File: config.mk
export PLATFORM = sky130hd
export DESIGN_NAME = soft_viterbi_decoder_top
export DESIGN_NICKNAME = d
export VERILOG_FILES = /design/src/sv/svd_pkg.sv /design/src/sv/soft_viterbi_decoder_top.sv /design/src/sv/svd_acs.sv /design/src/sv/svd_emit.sv
export SDC_FILE = /design/constraint.sdc
export NUM_CORES = 2
export LEC_CHECK = 0
export BUFFER_PORTS_ARGS = -buffer_cell sky130_fd_sc_hd__buf_2
export CAP_MARGIN = 0
export CORE_UTILIZATION = 55
export CTS_CLUSTER_SIZE = 30
export DETAILED_ROUTE_END_ITERATION = 12
export PLACE_DENSITY = 0.73
export REMOVE_ABC_BUFFERS = 1
export SLEW_MARGIN = 20
export SYNTH_ARGS = -nofsm -noshare
export SYNTH_HDL_FRONTEND = slang
export SYNTH_HIERARCHICAL = 1
export SYNTH_SLANG_ARGS = --single-unit
File: constraint.sdc
create_clock -name clk -period 18.65 [get_ports clk]
set_input_delay 0 -clock clk [delete_from_list [all_inputs] [get_ports clk]]
set_output_delay 0 -clock clk [all_outputs]
set_load 0.01 [all_outputs]
File: src/sv/svd_pkg.sv
// ----------------------------------------------------------------------------
// svd_pkg
// Shared constants, types and the expected-bit table of the soft Viterbi
// decoder (K=4, rate 1/2, 8 trellis states).
// ----------------------------------------------------------------------------
package svd_pkg;

    localparam int HIST_BITS   = 24;                  // traceback history
    localparam int WINDOW      = HIST_BITS + 8;       // history plus one byte
    localparam int SURV_W      = WINDOW;              // survivor register width
    localparam int NUM_STATES  = 8;
    localparam int HALF_STATES = NUM_STATES / 2;
    localparam int STATE_W     = $clog2(NUM_STATES);
    localparam int COST_W      = 32;
    localparam int SOFT_W      = 8;
    localparam int BC_W        = SOFT_W + 1;          // branch cost width
    localparam int MAX_RESULTS = 5;
    localparam int PEND_W      = $clog2(WINDOW + 1);  // symbols past last byte
    localparam int CNT_W       = $clog2(MAX_RESULTS + 1);
    localparam int DIST_W      = $clog2(SURV_W);

    localparam logic [COST_W-1:0] COST_INIT  = 32'h7fff_ffff;
    localparam logic [BC_W-1:0]   COST_SUM   = 9'd510;
    localparam logic [SOFT_W-1:0] EXP_ZERO   = 8'hff;
    localparam logic [SOFT_W-1:0] EXP_ONE    = 8'h00;
    localparam logic [7:0]        LIMIT_INIT = 8'hff;

    typedef logic [COST_W-1:0]                   cost_t;
    typedef logic [SURV_W-1:0]                   surv_t;
    typedef logic [NUM_STATES-1:0][COST_W-1:0]   cost_vec_t;
    typedef logic [NUM_STATES-1:0][SURV_W-1:0]   surv_vec_t;

    // Emission job handed from the ACS side to the byte output side
    typedef struct packed {
        logic [PEND_W-1:0] diff;      // symbols decoded beyond emitted bits
        logic              is_final;  // packet flush requested
    } job_t;

    // Expected soft values {first, second} for state pair s
    function automatic logic [2*SOFT_W-1:0] expect_pair(input logic [1:0] s);
        logic [2*SOFT_W-1:0] pat;
        case (s)
            2'd0:    pat = {EXP_ZERO, EXP_ZERO};
            2'd1:    pat = {EXP_ZERO, EXP_ONE};
            2'd2:    pat = {EXP_ONE,  EXP_ONE};
            2'd3:    pat = {EXP_ONE,  EXP_ZERO};
            default: pat = {EXP_ZERO, EXP_ZERO};
        endcase
        return pat;
    endfunction

endpackage

File: src/sv/soft_viterbi_decoder_top.sv
// ----------------------------------------------------------------------------
// soft_viterbi_decoder_top
// Soft-decision Viterbi decoder, K=4 rate 1/2, 8 states, byte output.
// ----------------------------------------------------------------------------
// Path: a byte caused by an input transfer passes the input register, the
//   trellis snapshot of the ACS result, three min-search levels and the output
//   register; flush bytes follow one per cycle while the output is not stalled.
// Throughput: one symbol pair per cycle; a pair that releases a byte waits
//   while the byte unit still works on the last one.
// Reset: path costs to state 0, survivors and counters cleared, byte limit 255.
// ----------------------------------------------------------------------------
module soft_viterbi_decoder_top (
    input  logic        clk,
    input  logic        rst_n,
    // symbol pair channel
    input  logic        in_valid,
    output logic        in_ready,
    input  logic [7:0]  soft_first,
    input  logic [7:0]  soft_second,
    input  logic        final_pair,
    // decoded byte channel
    output logic        out_valid,
    input  logic        out_ready,
    output logic [7:0]  data_byte,
    output logic        run_last,
    output logic        packet_done,
    // byte limit register write
    input  logic        cfg_valid,
    output logic        cfg_ready,
    input  logic [7:0]  byte_limit
);

    // Input register: decouples the upstream handshake from the ACS stall
    logic                           in_valid_reg;
    logic [7:0]                     soft_first_reg;
    logic [7:0]                     soft_second_reg;
    logic                           final_reg;

    // Decoder control state
    logic [svd_pkg::PEND_W-1:0]     pend_reg;     // symbols past the last byte
    logic                           halted_reg;   // packet ended, drop input
    logic                           started_reg;  // a symbol has been decoded

    logic                           in_xfer;
    logic                           win_hit;
    logic                           needs_job;
    logic                           proc;
    logic                           step;
    logic                           job_load;
    logic                           cfg_load;
    logic                           emit_idle;
    logic                           halt_set;
    svd_pkg::job_t                  job;
    svd_pkg::cost_vec_t             cost_next;
    svd_pkg::surv_vec_t             surv_next;

    // A byte is due when the window is full, or on a flush with bits pending.
    // Such a pair needs the byte unit free, since it snapshots the trellis.
    assign win_hit   = pend_reg >= svd_pkg::PEND_W'(svd_pkg::WINDOW);
    assign needs_job = win_hit || (final_reg && (pend_reg != '0));

    // Pairs after the halt are taken and dropped without touching the trellis
    assign proc     = in_valid_reg && (halted_reg || !needs_job || emit_idle);
    assign step     = proc && !halted_reg;
    assign job_load = step && needs_job;
    assign in_ready = !in_valid_reg || proc;
    assign in_xfer  = in_valid && in_ready;

    assign job.diff     = pend_reg;
    assign job.is_final = final_reg;

    // The limit write reloads the down-counter only before the first symbol
    assign cfg_ready = 1'b1;
    assign cfg_load  = cfg_valid && !started_reg && !halted_reg;

    always_ff @(posedge clk or negedge rst_n)
    begin
        if (!rst_n)
        begin
            in_valid_reg <= 1'b0;
            pend_reg     <= '0;
            halted_reg   <= 1'b0;
            started_reg  <= 1'b0;
        end
        else
        begin
            if (in_xfer)
                in_valid_reg <= 1'b1;
            else if (proc)
                in_valid_reg <= 1'b0;
            if (step)
            begin
                // one more symbol; a window byte retires eight of them
                pend_reg    <= pend_reg + svd_pkg::PEND_W'(1)
                             - (win_hit ? svd_pkg::PEND_W'(8) : '0);
                started_reg <= 1'b1;
            end
            if ((step && final_reg) || halt_set)
                halted_reg <= 1'b1;
        end
    end

    always_ff @(posedge clk)
    begin
        if (in_xfer)
        begin
            soft_first_reg  <= soft_first;
            soft_second_reg <= soft_second;
            final_reg       <= final_pair;
        end
    end

    svd_acs u_acs (
        .clk         (clk),
        .rst_n       (rst_n),
        .step        (step),
        .soft_first  (soft_first_reg),
        .soft_second (soft_second_reg),
        .cost_next   (cost_next),
        .surv_next   (surv_next)
    );

    svd_emit u_emit (
        .clk         (clk),
        .rst_n       (rst_n),
        .job_load    (job_load),
        .job         (job),
        .cost_in     (cost_next),
        .surv_in     (surv_next),
        .cfg_load    (cfg_load),
        .cfg_value   (byte_limit),
        .out_ready   (out_ready),
        .idle        (emit_idle),
        .halt_set    (halt_set),
        .out_valid   (out_valid),
        .data_byte   (data_byte),
        .run_last    (run_last),
        .packet_done (packet_done)
    );

endmodule

File: src/sv/svd_acs.sv
// ----------------------------------------------------------------------------
// svd_acs
// Eight add-compare-select units with the path cost and survivor registers.
// ----------------------------------------------------------------------------
module svd_acs (
    input  logic                                  clk,
    input  logic                                  rst_n,
    input  logic                                  step,
    input  logic [svd_pkg::SOFT_W-1:0]            soft_first,
    input  logic [svd_pkg::SOFT_W-1:0]            soft_second,
    output svd_pkg::cost_vec_t                    cost_next,
    output svd_pkg::surv_vec_t                    surv_next
);

    svd_pkg::cost_vec_t cost_reg;
    svd_pkg::surv_vec_t surv_reg;

    always_comb
    begin
        logic [2*svd_pkg::SOFT_W-1:0] pat;
        logic [svd_pkg::BC_W-1:0]     bc;
        logic [svd_pkg::BC_W-1:0]     bc_inv;
        svd_pkg::cost_t               m0;
        svd_pkg::cost_t               m1;
        logic                         pick;
        cost_next = cost_reg;
        surv_next = surv_reg;
        for (int s = 0; s < svd_pkg::HALF_STATES; s++)
        begin
            pat    = svd_pkg::expect_pair(2'(s));
            bc     = {1'b0, soft_first  ^ pat[2*svd_pkg::SOFT_W-1:svd_pkg::SOFT_W]}
                   + {1'b0, soft_second ^ pat[svd_pkg::SOFT_W-1:0]};
            bc_inv = svd_pkg::COST_SUM - bc;

            // even target: direct cost from s, mirrored from s + half
            m0   = cost_reg[s] + svd_pkg::COST_W'(bc);
            m1   = cost_reg[s + svd_pkg::HALF_STATES] + svd_pkg::COST_W'(bc_inv);
            pick = m0 > m1;   // ties keep the lower predecessor
            cost_next[2*s] = pick ? m1 : m0;
            surv_next[2*s] = pick
                ? {surv_reg[s + svd_pkg::HALF_STATES][svd_pkg::SURV_W-2:0], 1'(s)}
                : {surv_reg[s][svd_pkg::SURV_W-2:0], 1'(s)};

            // odd target: costs swap roles
            m0   = cost_reg[s] + svd_pkg::COST_W'(bc_inv);
            m1   = cost_reg[s + svd_pkg::HALF_STATES] + svd_pkg::COST_W'(bc);
            pick = m0 > m1;
            cost_next[2*s+1] = pick ? m1 : m0;
            surv_next[2*s+1] = pick
                ? {surv_reg[s + svd_pkg::HALF_STATES][svd_pkg::SURV_W-2:0], 1'(s)}
                : {surv_reg[s][svd_pkg::SURV_W-2:0], 1'(s)};
        end
    end

    always_ff @(posedge clk or negedge rst_n)
    begin
        if (!rst_n)
        begin
            for (int s = 0; s < svd_pkg::NUM_STATES; s++)
            begin
                cost_reg[s] <= svd_pkg::COST_INIT;
                surv_reg[s] <= '0;
            end
            cost_reg[0] <= '0;
        end
        else if (step)
        begin
            cost_reg <= cost_next;
            surv_reg <= surv_next;
        end
    end

endmodule

File: src/sv/svd_emit.sv
// ----------------------------------------------------------------------------
// svd_emit
// Byte output side: snapshots the trellis, finds the lowest-cost state in a
// three-level registered tree, then reads bytes from its survivor into the
// output register. Holds the remaining byte count.
// ----------------------------------------------------------------------------
module svd_emit (
    input  logic                  clk,
    input  logic                  rst_n,
    input  logic                  job_load,
    input  svd_pkg::job_t         job,
    input  svd_pkg::cost_vec_t    cost_in,
    input  svd_pkg::surv_vec_t    surv_in,
    input  logic                  cfg_load,
    input  logic [7:0]            cfg_value,
    input  logic                  out_ready,
    output logic                  idle,
    output logic                  halt_set,
    output logic                  out_valid,
    output logic [7:0]            data_byte,
    output logic                  run_last,
    output logic                  packet_done
);

    localparam logic [2:0] ST_IDLE = 3'd0;
    localparam logic [2:0] ST_LVL1 = 3'd1;
    localparam logic [2:0] ST_LVL2 = 3'd2;
    localparam logic [2:0] ST_LVL3 = 3'd3;
    localparam logic [2:0] ST_EMIT = 3'd4;

    logic [2:0]                     state_reg;
    logic [2:0]                     state_next;
    svd_pkg::cost_vec_t             cost_snap_reg;
    svd_pkg::surv_vec_t             surv_snap_reg;
    logic [svd_pkg::PEND_W-1:0]     diff_reg;
    logic                           is_final_reg;
    logic [svd_pkg::CNT_W-1:0]      cnt_reg;
    svd_pkg::cost_t                 l1_cost_reg [4];
    logic [svd_pkg::STATE_W-1:0]    l1_idx_reg  [4];
    svd_pkg::cost_t                 l2_cost_reg [2];
    logic [svd_pkg::STATE_W-1:0]    l2_idx_reg  [2];
    logic [svd_pkg::STATE_W-1:0]    best_reg;
    svd_pkg::surv_t                 surv_sel_reg;
    logic [7:0]                     bytes_left_reg;
    logic                           out_valid_reg;
    logic [7:0]                     data_reg;
    logic                           run_last_reg;
    logic                           done_reg;

    svd_pkg::cost_t                 l1_cost_next [4];
    logic [svd_pkg::STATE_W-1:0]    l1_idx_next  [4];
    svd_pkg::cost_t                 l2_cost_next [2];
    logic [svd_pkg::STATE_W-1:0]    l2_idx_next  [2];
    logic [svd_pkg::STATE_W-1:0]    best_next;

    logic                           out_free;
    logic                           fire;
    logic                           tail;
    logic [svd_pkg::DIST_W-1:0]     shift_amt;
    svd_pkg::surv_t                 shifted;
    logic [7:0]                     byte_val;
    logic [7:0]                     left_dec;
    logic                           limit_hit;
    logic [svd_pkg::CNT_W-1:0]      cnt_inc;
    logic                           more;
    logic                           cap;
    logic                           go_on;

    // Minimum search; strict compare keeps the lower index on ties
    always_comb
    begin
        for (int i = 0; i < 4; i++)
        begin
            if (cost_snap_reg[2*i+1] < cost_snap_reg[2*i])
            begin
                l1_cost_next[i] = cost_snap_reg[2*i+1];
                l1_idx_next[i]  = svd_pkg::STATE_W'(2*i+1);
            end
            else
            begin
                l1_cost_next[i] = cost_snap_reg[2*i];
                l1_idx_next[i]  = svd_pkg::STATE_W'(2*i);
            end
        end
        for (int i = 0; i < 2; i++)
        begin
            if (l1_cost_reg[2*i+1] < l1_cost_reg[2*i])
            begin
                l2_cost_next[i] = l1_cost_reg[2*i+1];
                l2_idx_next[i]  = l1_idx_reg[2*i+1];
            end
            else
            begin
                l2_cost_next[i] = l1_cost_reg[2*i];
                l2_idx_next[i]  = l1_idx_reg[2*i];
            end
        end
        best_next = (l2_cost_reg[1] < l2_cost_reg[0]) ? l2_idx_reg[1] : l2_idx_reg[0];
    end

    // Byte extraction
    always_comb
    begin
        out_free  = !out_valid_reg || out_ready;
        fire      = (state_reg == ST_EMIT) && out_free;
        tail      = diff_reg < svd_pkg::PEND_W'(8);
        shift_amt = svd_pkg::DIST_W'(diff_reg - svd_pkg::PEND_W'(8));
        shifted   = surv_sel_reg >> shift_amt;
        // short tail: best state's low bit shifted in, low byte taken
        byte_val  = tail ? {surv_sel_reg[6:0], best_reg[0]} : shifted[7:0];
        left_dec  = bytes_left_reg - 8'd1;
        limit_hit = left_dec == 8'd0;
        cnt_inc   = cnt_reg + svd_pkg::CNT_W'(1);
        // a loaded diff never exceeds the window, so only a flush runs on
        more      = is_final_reg && (diff_reg > svd_pkg::PEND_W'(8)) && !limit_hit;
        cap       = more && (cnt_inc >= svd_pkg::CNT_W'(svd_pkg::MAX_RESULTS));
        go_on     = more && !cap;
        halt_set  = fire && (limit_hit || cap);
    end

    always_comb
    begin
        state_next = state_reg;
        case (state_reg)
            ST_IDLE: if (job_load) state_next = ST_LVL1;
            ST_LVL1: state_next = ST_LVL2;
            ST_LVL2: state_next = ST_LVL3;
            ST_LVL3: state_next = ST_EMIT;
            ST_EMIT: if (fire && !go_on) state_next = ST_IDLE;
            default: state_next = ST_IDLE;
        endcase
    end

    always_ff @(posedge clk or negedge rst_n)
    begin
        if (!rst_n)
        begin
            state_reg      <= ST_IDLE;
            bytes_left_reg <= svd_pkg::LIMIT_INIT;
            out_valid_reg  <= 1'b0;
            diff_reg       <= '0;
            is_final_reg   <= 1'b0;
            cnt_reg        <= '0;
        end
        else
        begin
            state_reg <= state_next;
            if (cfg_load)
                bytes_left_reg <= cfg_value;
            else if (fire)
                bytes_left_reg <= left_dec;
            if (fire)
                out_valid_reg <= 1'b1;
            else if (out_ready)
                out_valid_reg <= 1'b0;
            if (state_reg == ST_IDLE && job_load)
            begin
                diff_reg     <= job.diff;
                is_final_reg <= job.is_final;
                cnt_reg      <= '0;
            end
            else if (fire)
            begin
                diff_reg <= diff_reg - svd_pkg::PEND_W'(8);
                cnt_reg  <= cnt_inc;
            end
        end
    end

    always_ff @(posedge clk)
    begin
        if (state_reg == ST_IDLE && job_load)
        begin
            cost_snap_reg <= cost_in;
            surv_snap_reg <= surv_in;
        end
        if (state_reg == ST_LVL1)
        begin
            l1_cost_reg <= l1_cost_next;
            l1_idx_reg  <= l1_idx_next;
        end
        if (state_reg == ST_LVL2)
        begin
            l2_cost_reg <= l2_cost_next;
            l2_idx_reg  <= l2_idx_next;
        end
        if (state_reg == ST_LVL3)
        begin
            best_reg     <= best_next;
            surv_sel_reg <= surv_snap_reg[best_next];
        end
        if (fire)
        begin
            data_reg     <= byte_val;
            run_last_reg <= !go_on;
            done_reg     <= limit_hit || (!go_on && is_final_reg);
        end
    end

    assign idle        = state_reg == ST_IDLE;
    assign out_valid   = out_valid_reg;
    assign data_byte   = data_reg;
    assign run_last    = run_last_reg;
    assign packet_done = done_reg;

endmodule
After elaboration in Yosys (flattened, before gate mapping)

Index checks and enable logic that the tools add are counted.

$add $sub $neg: 29
Magnitude comparators: 20
Equal/unequal tests: 6
Shift operators: 1
Muxes and demuxes: 46
Bitwise operators: 2
Reduce and logical (&&, ||, !) cells: 41

Operators by type and width:

| operator                                                                        | count |
|---|---|
| 32-bit two-way mux                                                              | 23 |
| 32-bit by 9-bit adder with 32-bit output                                        | 16 |
| 32-bit greater-than comparator                                                  | 8 |
| 32-bit less-than comparator                                                     | 7 |
| 32-bit binary-select mux with 3-bit select                                      | 1 |
| 8-bit by 8-bit adder with 9-bit output                                          | 4 |
| 9-bit subtractor, first input constant                                          | 4 |
| 32-bit by 5-bit right shift with 8-bit output                                   | 1 |
| 8-bit two-way mux                                                               | 3 |
| 3-bit two-way mux                                                               | 7 |
| 1-bit logical AND                                                               | 17 |
| 8-bit NOT                                                                       | 2 |
| 3-bit one-hot mux with 5 select lines                                           | 1 |
| 6-bit two-way mux                                                               | 2 |
| 1-bit zero test                                                                 | 8 |
| 8-bit zero test                                                                 | 1 |
| 1-bit logical OR                                                                | 8 |
| 1-bit two-way mux                                                               | 8 |
| 2-bit nonzero test                                                              | 4 |
| 8-bit by 1-bit subtractor with 8-bit output, second input constant              | 1 |
| 6-bit by 1-bit adder with 6-bit output, second input constant                   | 1 |
| 3-bit by 2-bit equality test with 1-bit output, second input constant           | 2 |
| 6-bit greater-or-equal comparator, second input constant                        | 1 |
| 6-bit by 4-bit greater-than comparator with 1-bit output, second input constant | 1 |
| other kinds (14)                                                                | 14 |

Bits in registers: 1317
Bits of input ports: 30
Output and inout bits: 13
Word-level logic and storage cells: 207

Longest topological paths before layout

Word-level depth: 11
Mapped depth: 30
Gate-level depth less buffers: 27

Modules after synthesis

Netlist, hierarchy kept.

Modules (own cells, without submodules):

| module                   | instances | cells an instance | area each (um2) | sequential area each (um2) |
|---|---|---|---|---|
| svd_acs                  | 1         | 4922              | 46221.8         | 12608.3 |
| svd_emit                 | 1         | 2120              | 34740.8         | 23232.3 |
| soft_viterbi_decoder_top | 1         | 78                | 1157.4          | 735.7 |

Worst setup path after synthesis

No wires, ideal clock.

Path type: flip-flop to flip-flop
From: register pend_reg[0] (netlist name)
To: register u_emit/cost_snap_reg[0] (netlist name) (enable)
Setup time: 4091 ps
Data arrival time: 10491 ps
Data required time: 14559 ps
Setup slack: 4068 ps
Stages on the path, launching flop included: 8
Path buffers: 0
Period minus slack after synthesis: 14582 ps
Cells stage by stage: dfrtp_1 -> inv_1 -> ha_1 -> nand4bb_1 -> nand2_1 -> a211oi_1 -> nand2_1 -> clkinv_1

Word-level cells in the longest chain between the ends: 10
Elaborated cells on any way between the ends: 11
Those cells by class: order compare (1); reduce/logical (10)

Ends and longest elaborated chain:

| element                                                                   | RTL line                       | RTL |
|---|---|---|
| start, declared                                                           | soft_viterbi_decoder_top.sv:40 | `logic [svd_pkg::PEND_W-1:0] pend_reg;` |
| start signal, assigned                                                    | soft_viterbi_decoder_top.sv:94 | `pend_reg <= pend_reg + svd_pkg::PEND_W'(1)` |
| branches (longest 2 deep; another with 6-bit greater-or-equal comparator) | n/a                            |  |
| 1-bit logical OR (*)                                                      | soft_viterbi_decoder_top.sv:60 | `assign needs_job = win_hit \|\| (final_reg && (pend_reg != '0));` |
| 1-bit zero test                                                           | soft_viterbi_decoder_top.sv:63 | `assign proc = in_valid_reg && (halted_reg \|\| !needs_job \|\| emit_idle);` |
| 1-bit logical OR (2 in series)                                            | soft_viterbi_decoder_top.sv:63 |  |
| 1-bit logical AND                                                         | soft_viterbi_decoder_top.sv:63 |  |
| 1-bit logical AND                                                         | soft_viterbi_decoder_top.sv:64 | `assign step = proc && !halted_reg;` |
| 1-bit logical AND (*)                                                     | soft_viterbi_decoder_top.sv:65 | `assign job_load = step && needs_job;` |
| net job_load                                                              | soft_viterbi_decoder_top.sv:49 | `logic job_load;` |
| 1-bit logical AND (*)                                                     | svd_emit.sv:172                | `if (state_reg == ST_IDLE && job_load)` |
| end signal, assigned                                                      | svd_emit.sv:174                | `cost_snap_reg <= cost_in;` |
| end, declared                                                             | svd_emit.sv:33                 | `svd_pkg::cost_vec_t cost_snap_reg;` |

Mark *: on every way through the listed nets, which the timed path passes.
A chain may end at the register's enable or synchronous reset.

==> impl_metrics.tcl <==
set metrics [dict create \
    crit_top_cell "ha_1" \
    ys_seq_area_frac 0.445 \
    ir_worst_vdd_mv 0.0871 \
    worstPathBufferInverterCount 4 \
    avgRoutedWirePerCell_um 28.4 \
    fp-row-count 141 \
    critical_path_depth 23 \
    cts_sinks 1296 \
    root_buffer "clkbuf_16" \
    post_cts_buffers 0 \
    r2r_end "u_acs/surv_reg[113]" \
    internal_power_w 0.00543 \
    ys_seq_elements 1296 \
    min_delay_path_depth 2 \
    critical_path_class "register to register" \
    status "completed" \
    die_x_um 388 \
    grt_usage 0.344 \
    hold_path_class "primary input to register" \
    antenna_found_initial 18 \
    cts_buffers 146 \
    max_stage_delay_ns 0.86 \
    grt_max_degree 134 \
    drive_gt1_frac 0.235 \
    drv_cap 0 \
    tightestPinTransition_ns 1.14 \
    io_pins 43 \
    period_minus_slack_ns 9.75 \
    dp_hpwl_mm 199 \
    critPathLaunch "soft_first_reg[5]" \
    die_area_um2 151000 \
    slew_violations 0 \
    synth_warnings 6 \
    grt.overflow.total 0 \
    relSlewSlack 0.232 \
    max_freq_ghz 0.103 \
    core_area_um2 148000 \
    avgSynthCellArea_um2 11.5 \
    reg2reg_from "soft_first_reg[5]" \
    yosys.area.top_type "edfxtp_1" \
    clk_pin_slew_ns 0.06 \
    clk_latency_ns 0.81 \
    synth_async_sr_flop_share 0.404 \
    cts_max_level 4 \
    synthCells 7120 \
    final.fill_count 11806 \
    switching_share 0.316 \
    syn_area_um2 82100 \
    critPathTopFamily "simple AND/OR/NAND/NOR gates" \
    drc 0 \
    critical_path_required_ns 19.34 \
    pwr-share-comb 0.238 \
    ys_types 99 \
    grt_pass1_wl_mm 383 \
    critPathCapture "u_acs/surv_reg[113]" \
    netSwitchingPower_w 0.00250 \
    end_kind "register" \
    place.gp.congestion 1.03 \
    die_h_um 388 \
    arrival_ns 10.43 \
    p_seq_frac 0.389 \
    setup_tns_ns 0 \
    crit_path_top_delay_cell "nor4_1" \
    dp_slack_ns 9.37 \
    synth_common_cells "mux2_2 (942), edfxtp_1 (772), ha_1 (655)" \
    ys_top_cells_by_area "edfxtp_1 (28%), mux2_2 (13%), ha_1 (10%)" \
    place_area_um2 84400 \
    drt.antenna.violating_nets 0 \
    synth.most_common_cell "mux2_2" \
    start_util 0.555 \
    netlist.area_leader.share 0.282 \
    fin_util 0.609 \
    path_max_fanout 42 \
    ff2ff_path_depth 23 \
    final_cell_count_no_fill 9219 \
    synth_top_flop_cell "edfxtp_1" \
    p_clk_frac 0.373 \
    fin_area_um2 90100 \
    power_density_nw_per_um2 88.1 \
    r2r_slack_ns 8.90 \
    vias_per_cell 6.37 \
    finalWirelength_mm 262 \
    setup_viol 0 \
    drtIter0Drc 5734 \
    synth-edff-count 772 \
    nets 7861 \
    cts_tree "built" \
    first_pass_iters 7 \
    start_kind "register" \
    rsz0062_at_grt "false" \
    fin_crit_sh 0.523 \
    p_leak_nw 36.7 \
    dr_total_vias 58699 \
    io_buffers 41 \
    grt_pass1_vias 57327 \
    finClkSkew_ns 0.0765 \
    cts.path.max_buffers 3 \
    setup_slack_ns 8.90 \
    hold_viol 0 \
    worstPathCellList "inv_1 -> ha_1 -> clkinv_1 -> a221o_1 -> a211oi_2 -> nor3b_1 -> nand4b_1 -> xor2_1 -> ha_1 -> a21o_1 -> nand2_1 -> nor4_1 -> xnor2_1 -> inv_1 -> ha_1 -> nand4_1 -> nor4_1 -> nand3_1 -> o31a_1 -> a31oi_4 -> buf_4 -> mux2_2 -> mux2_2" \
    area_delta_synth_final_pct 9.68 \
    dp_cells 8870 \
]
-- layout make-up --
type                       instances  area (um2)  area share
timing repair buffer             207        1710      0.0189
clock inverter                    67         873     0.00970
multi-input combinational       4959       42300       0.470
antenna                            8        20.0    0.000222
clock buffer                     206        4100      0.0455
tap                             1930        2410      0.0268
inverter                         546        2060      0.0229
sequential                      1296       36600       0.406
-- layer usage --
layer / up-vias / wire length (um) / share of wire / track usage
met2: 2326 / 118000 / 0.45 / 0.532
met5: - / 64 / 0.00024 / 0
li1: 26378 / - / - / -
met3: 504 / 19400 / 0.074 / 0.0628
met4: 10 / 14400 / 0.055 / 0.176
met1: 29481 / 110000 / 0.42 / 0.465
-- worst min-delay path by stage --
| stage | from | slack [ns] | end |
|---|---|---|---|
| final | soft_first[5] | 0.04 | soft_first_reg[5] |
| after global routing | soft_second[4] | 0.008 | soft_second_reg[4] |
| after CTS | soft_first[5] | 0.004 | soft_first_reg[5] |
| after detailed placement | rst_n | 0.06 | u_acs/cost_reg[159] |
| after global placement | rst_n | 0.07 | u_acs/cost_reg[159] |
| after floorplan | rst_n | -0.30 | halted_reg |
-- cells by family (layout without fill, tap and decap cells) --
group	count (synthesis)	after routing	share of synthesized area
and+or+nand+nor	1360	1360	0.0844
DFF	1296	1296	0.445
muxes	1212	1212	0.176
AOI/OAI and AO/OA	1194	1194	0.0938
buffers and inverters	875	1026	0.0422
adders and majority gates	675	675	0.105
xor gates and xnor gates	505	505	0.0539
other	3	21	0.000137
-- repair_timing --
| item | CTS | global route |
|---|---|---|
| gates resized for setup | 0 | 0 |
| hold buffers | 68 | 0 |
| endpoints found under the hold margin | 175 | 0 |
-- power by group through the flow --
stage | Combinational (W) | Clock, W | Sequential (W)
5_1_grt | 0.00199 | 0.00311 | 0.00309
2_1_floorplan | 0.00121 | 0 | 0.00314
4_1_cts | 0.00185 | 0.00300 | 0.00309
6_report | 0.00189 | 0.00296 | 0.00309
3_5_place_dp | 0.00183 | 0 | 0.00314
3_3_place_gp | 0.00181 | 0 | 0.00314
-- worst reg2reg max path, delay by kind of cell, from the launching register on --
kind	cells	cell delay [ns]
muxes	2	0.81
AOI/OAI and AO/OA	5	2.33
DFF	1	0.38
and+or+nand+nor	7	2.86
adders and majority gates	3	1.41
xor gates and xnor gates	2	0.43
buffers and inverters	4	1.40
-- through the flow --
stage,hold slack (ns),total power [W]
after floorplan,-0.296,0.00435
after global placement,0.0668,0.00495
after detailed placement,0.0645,0.00497
after CTS,0.00444,0.00794
after global routing,0.00836,0.00818
final,0.0392,0.00793
-- cells in the final DEF, fill, tap and decap left out, types with 24 or more instances in the layout --
master / count
or2_2: 38
mux4_2: 87
a21boi_0: 24
o21ai_0: 221
xor2_1: 177
a211oi_1: 101
buf_2: 40
clkbuf_16: 148
and2_1: 31
a31oi_1: 29
a21o_1: 74
buf_4: 94
edfxtp_1: 772
clkbuf_1: 40
dfrtp_1: 298
nor2_1: 267
or3_1: 30
dfstp_2: 225
a21oi_1: 389
nor4_1: 36
nand2b_1: 24
ha_1: 655
xnor2_1: 328
o21a_1: 47
dlygate4sd3_1: 67
and3_1: 58
nor3_1: 100
o211ai_1: 64
mux2i_1: 175
inv_1: 540
o31a_1: 28
nand2_1: 302
nor2b_1: 54
and4_1: 29
mux2_2: 942
nand4_1: 159
nand3_1: 178
Power figures use the tool's default switching activity.
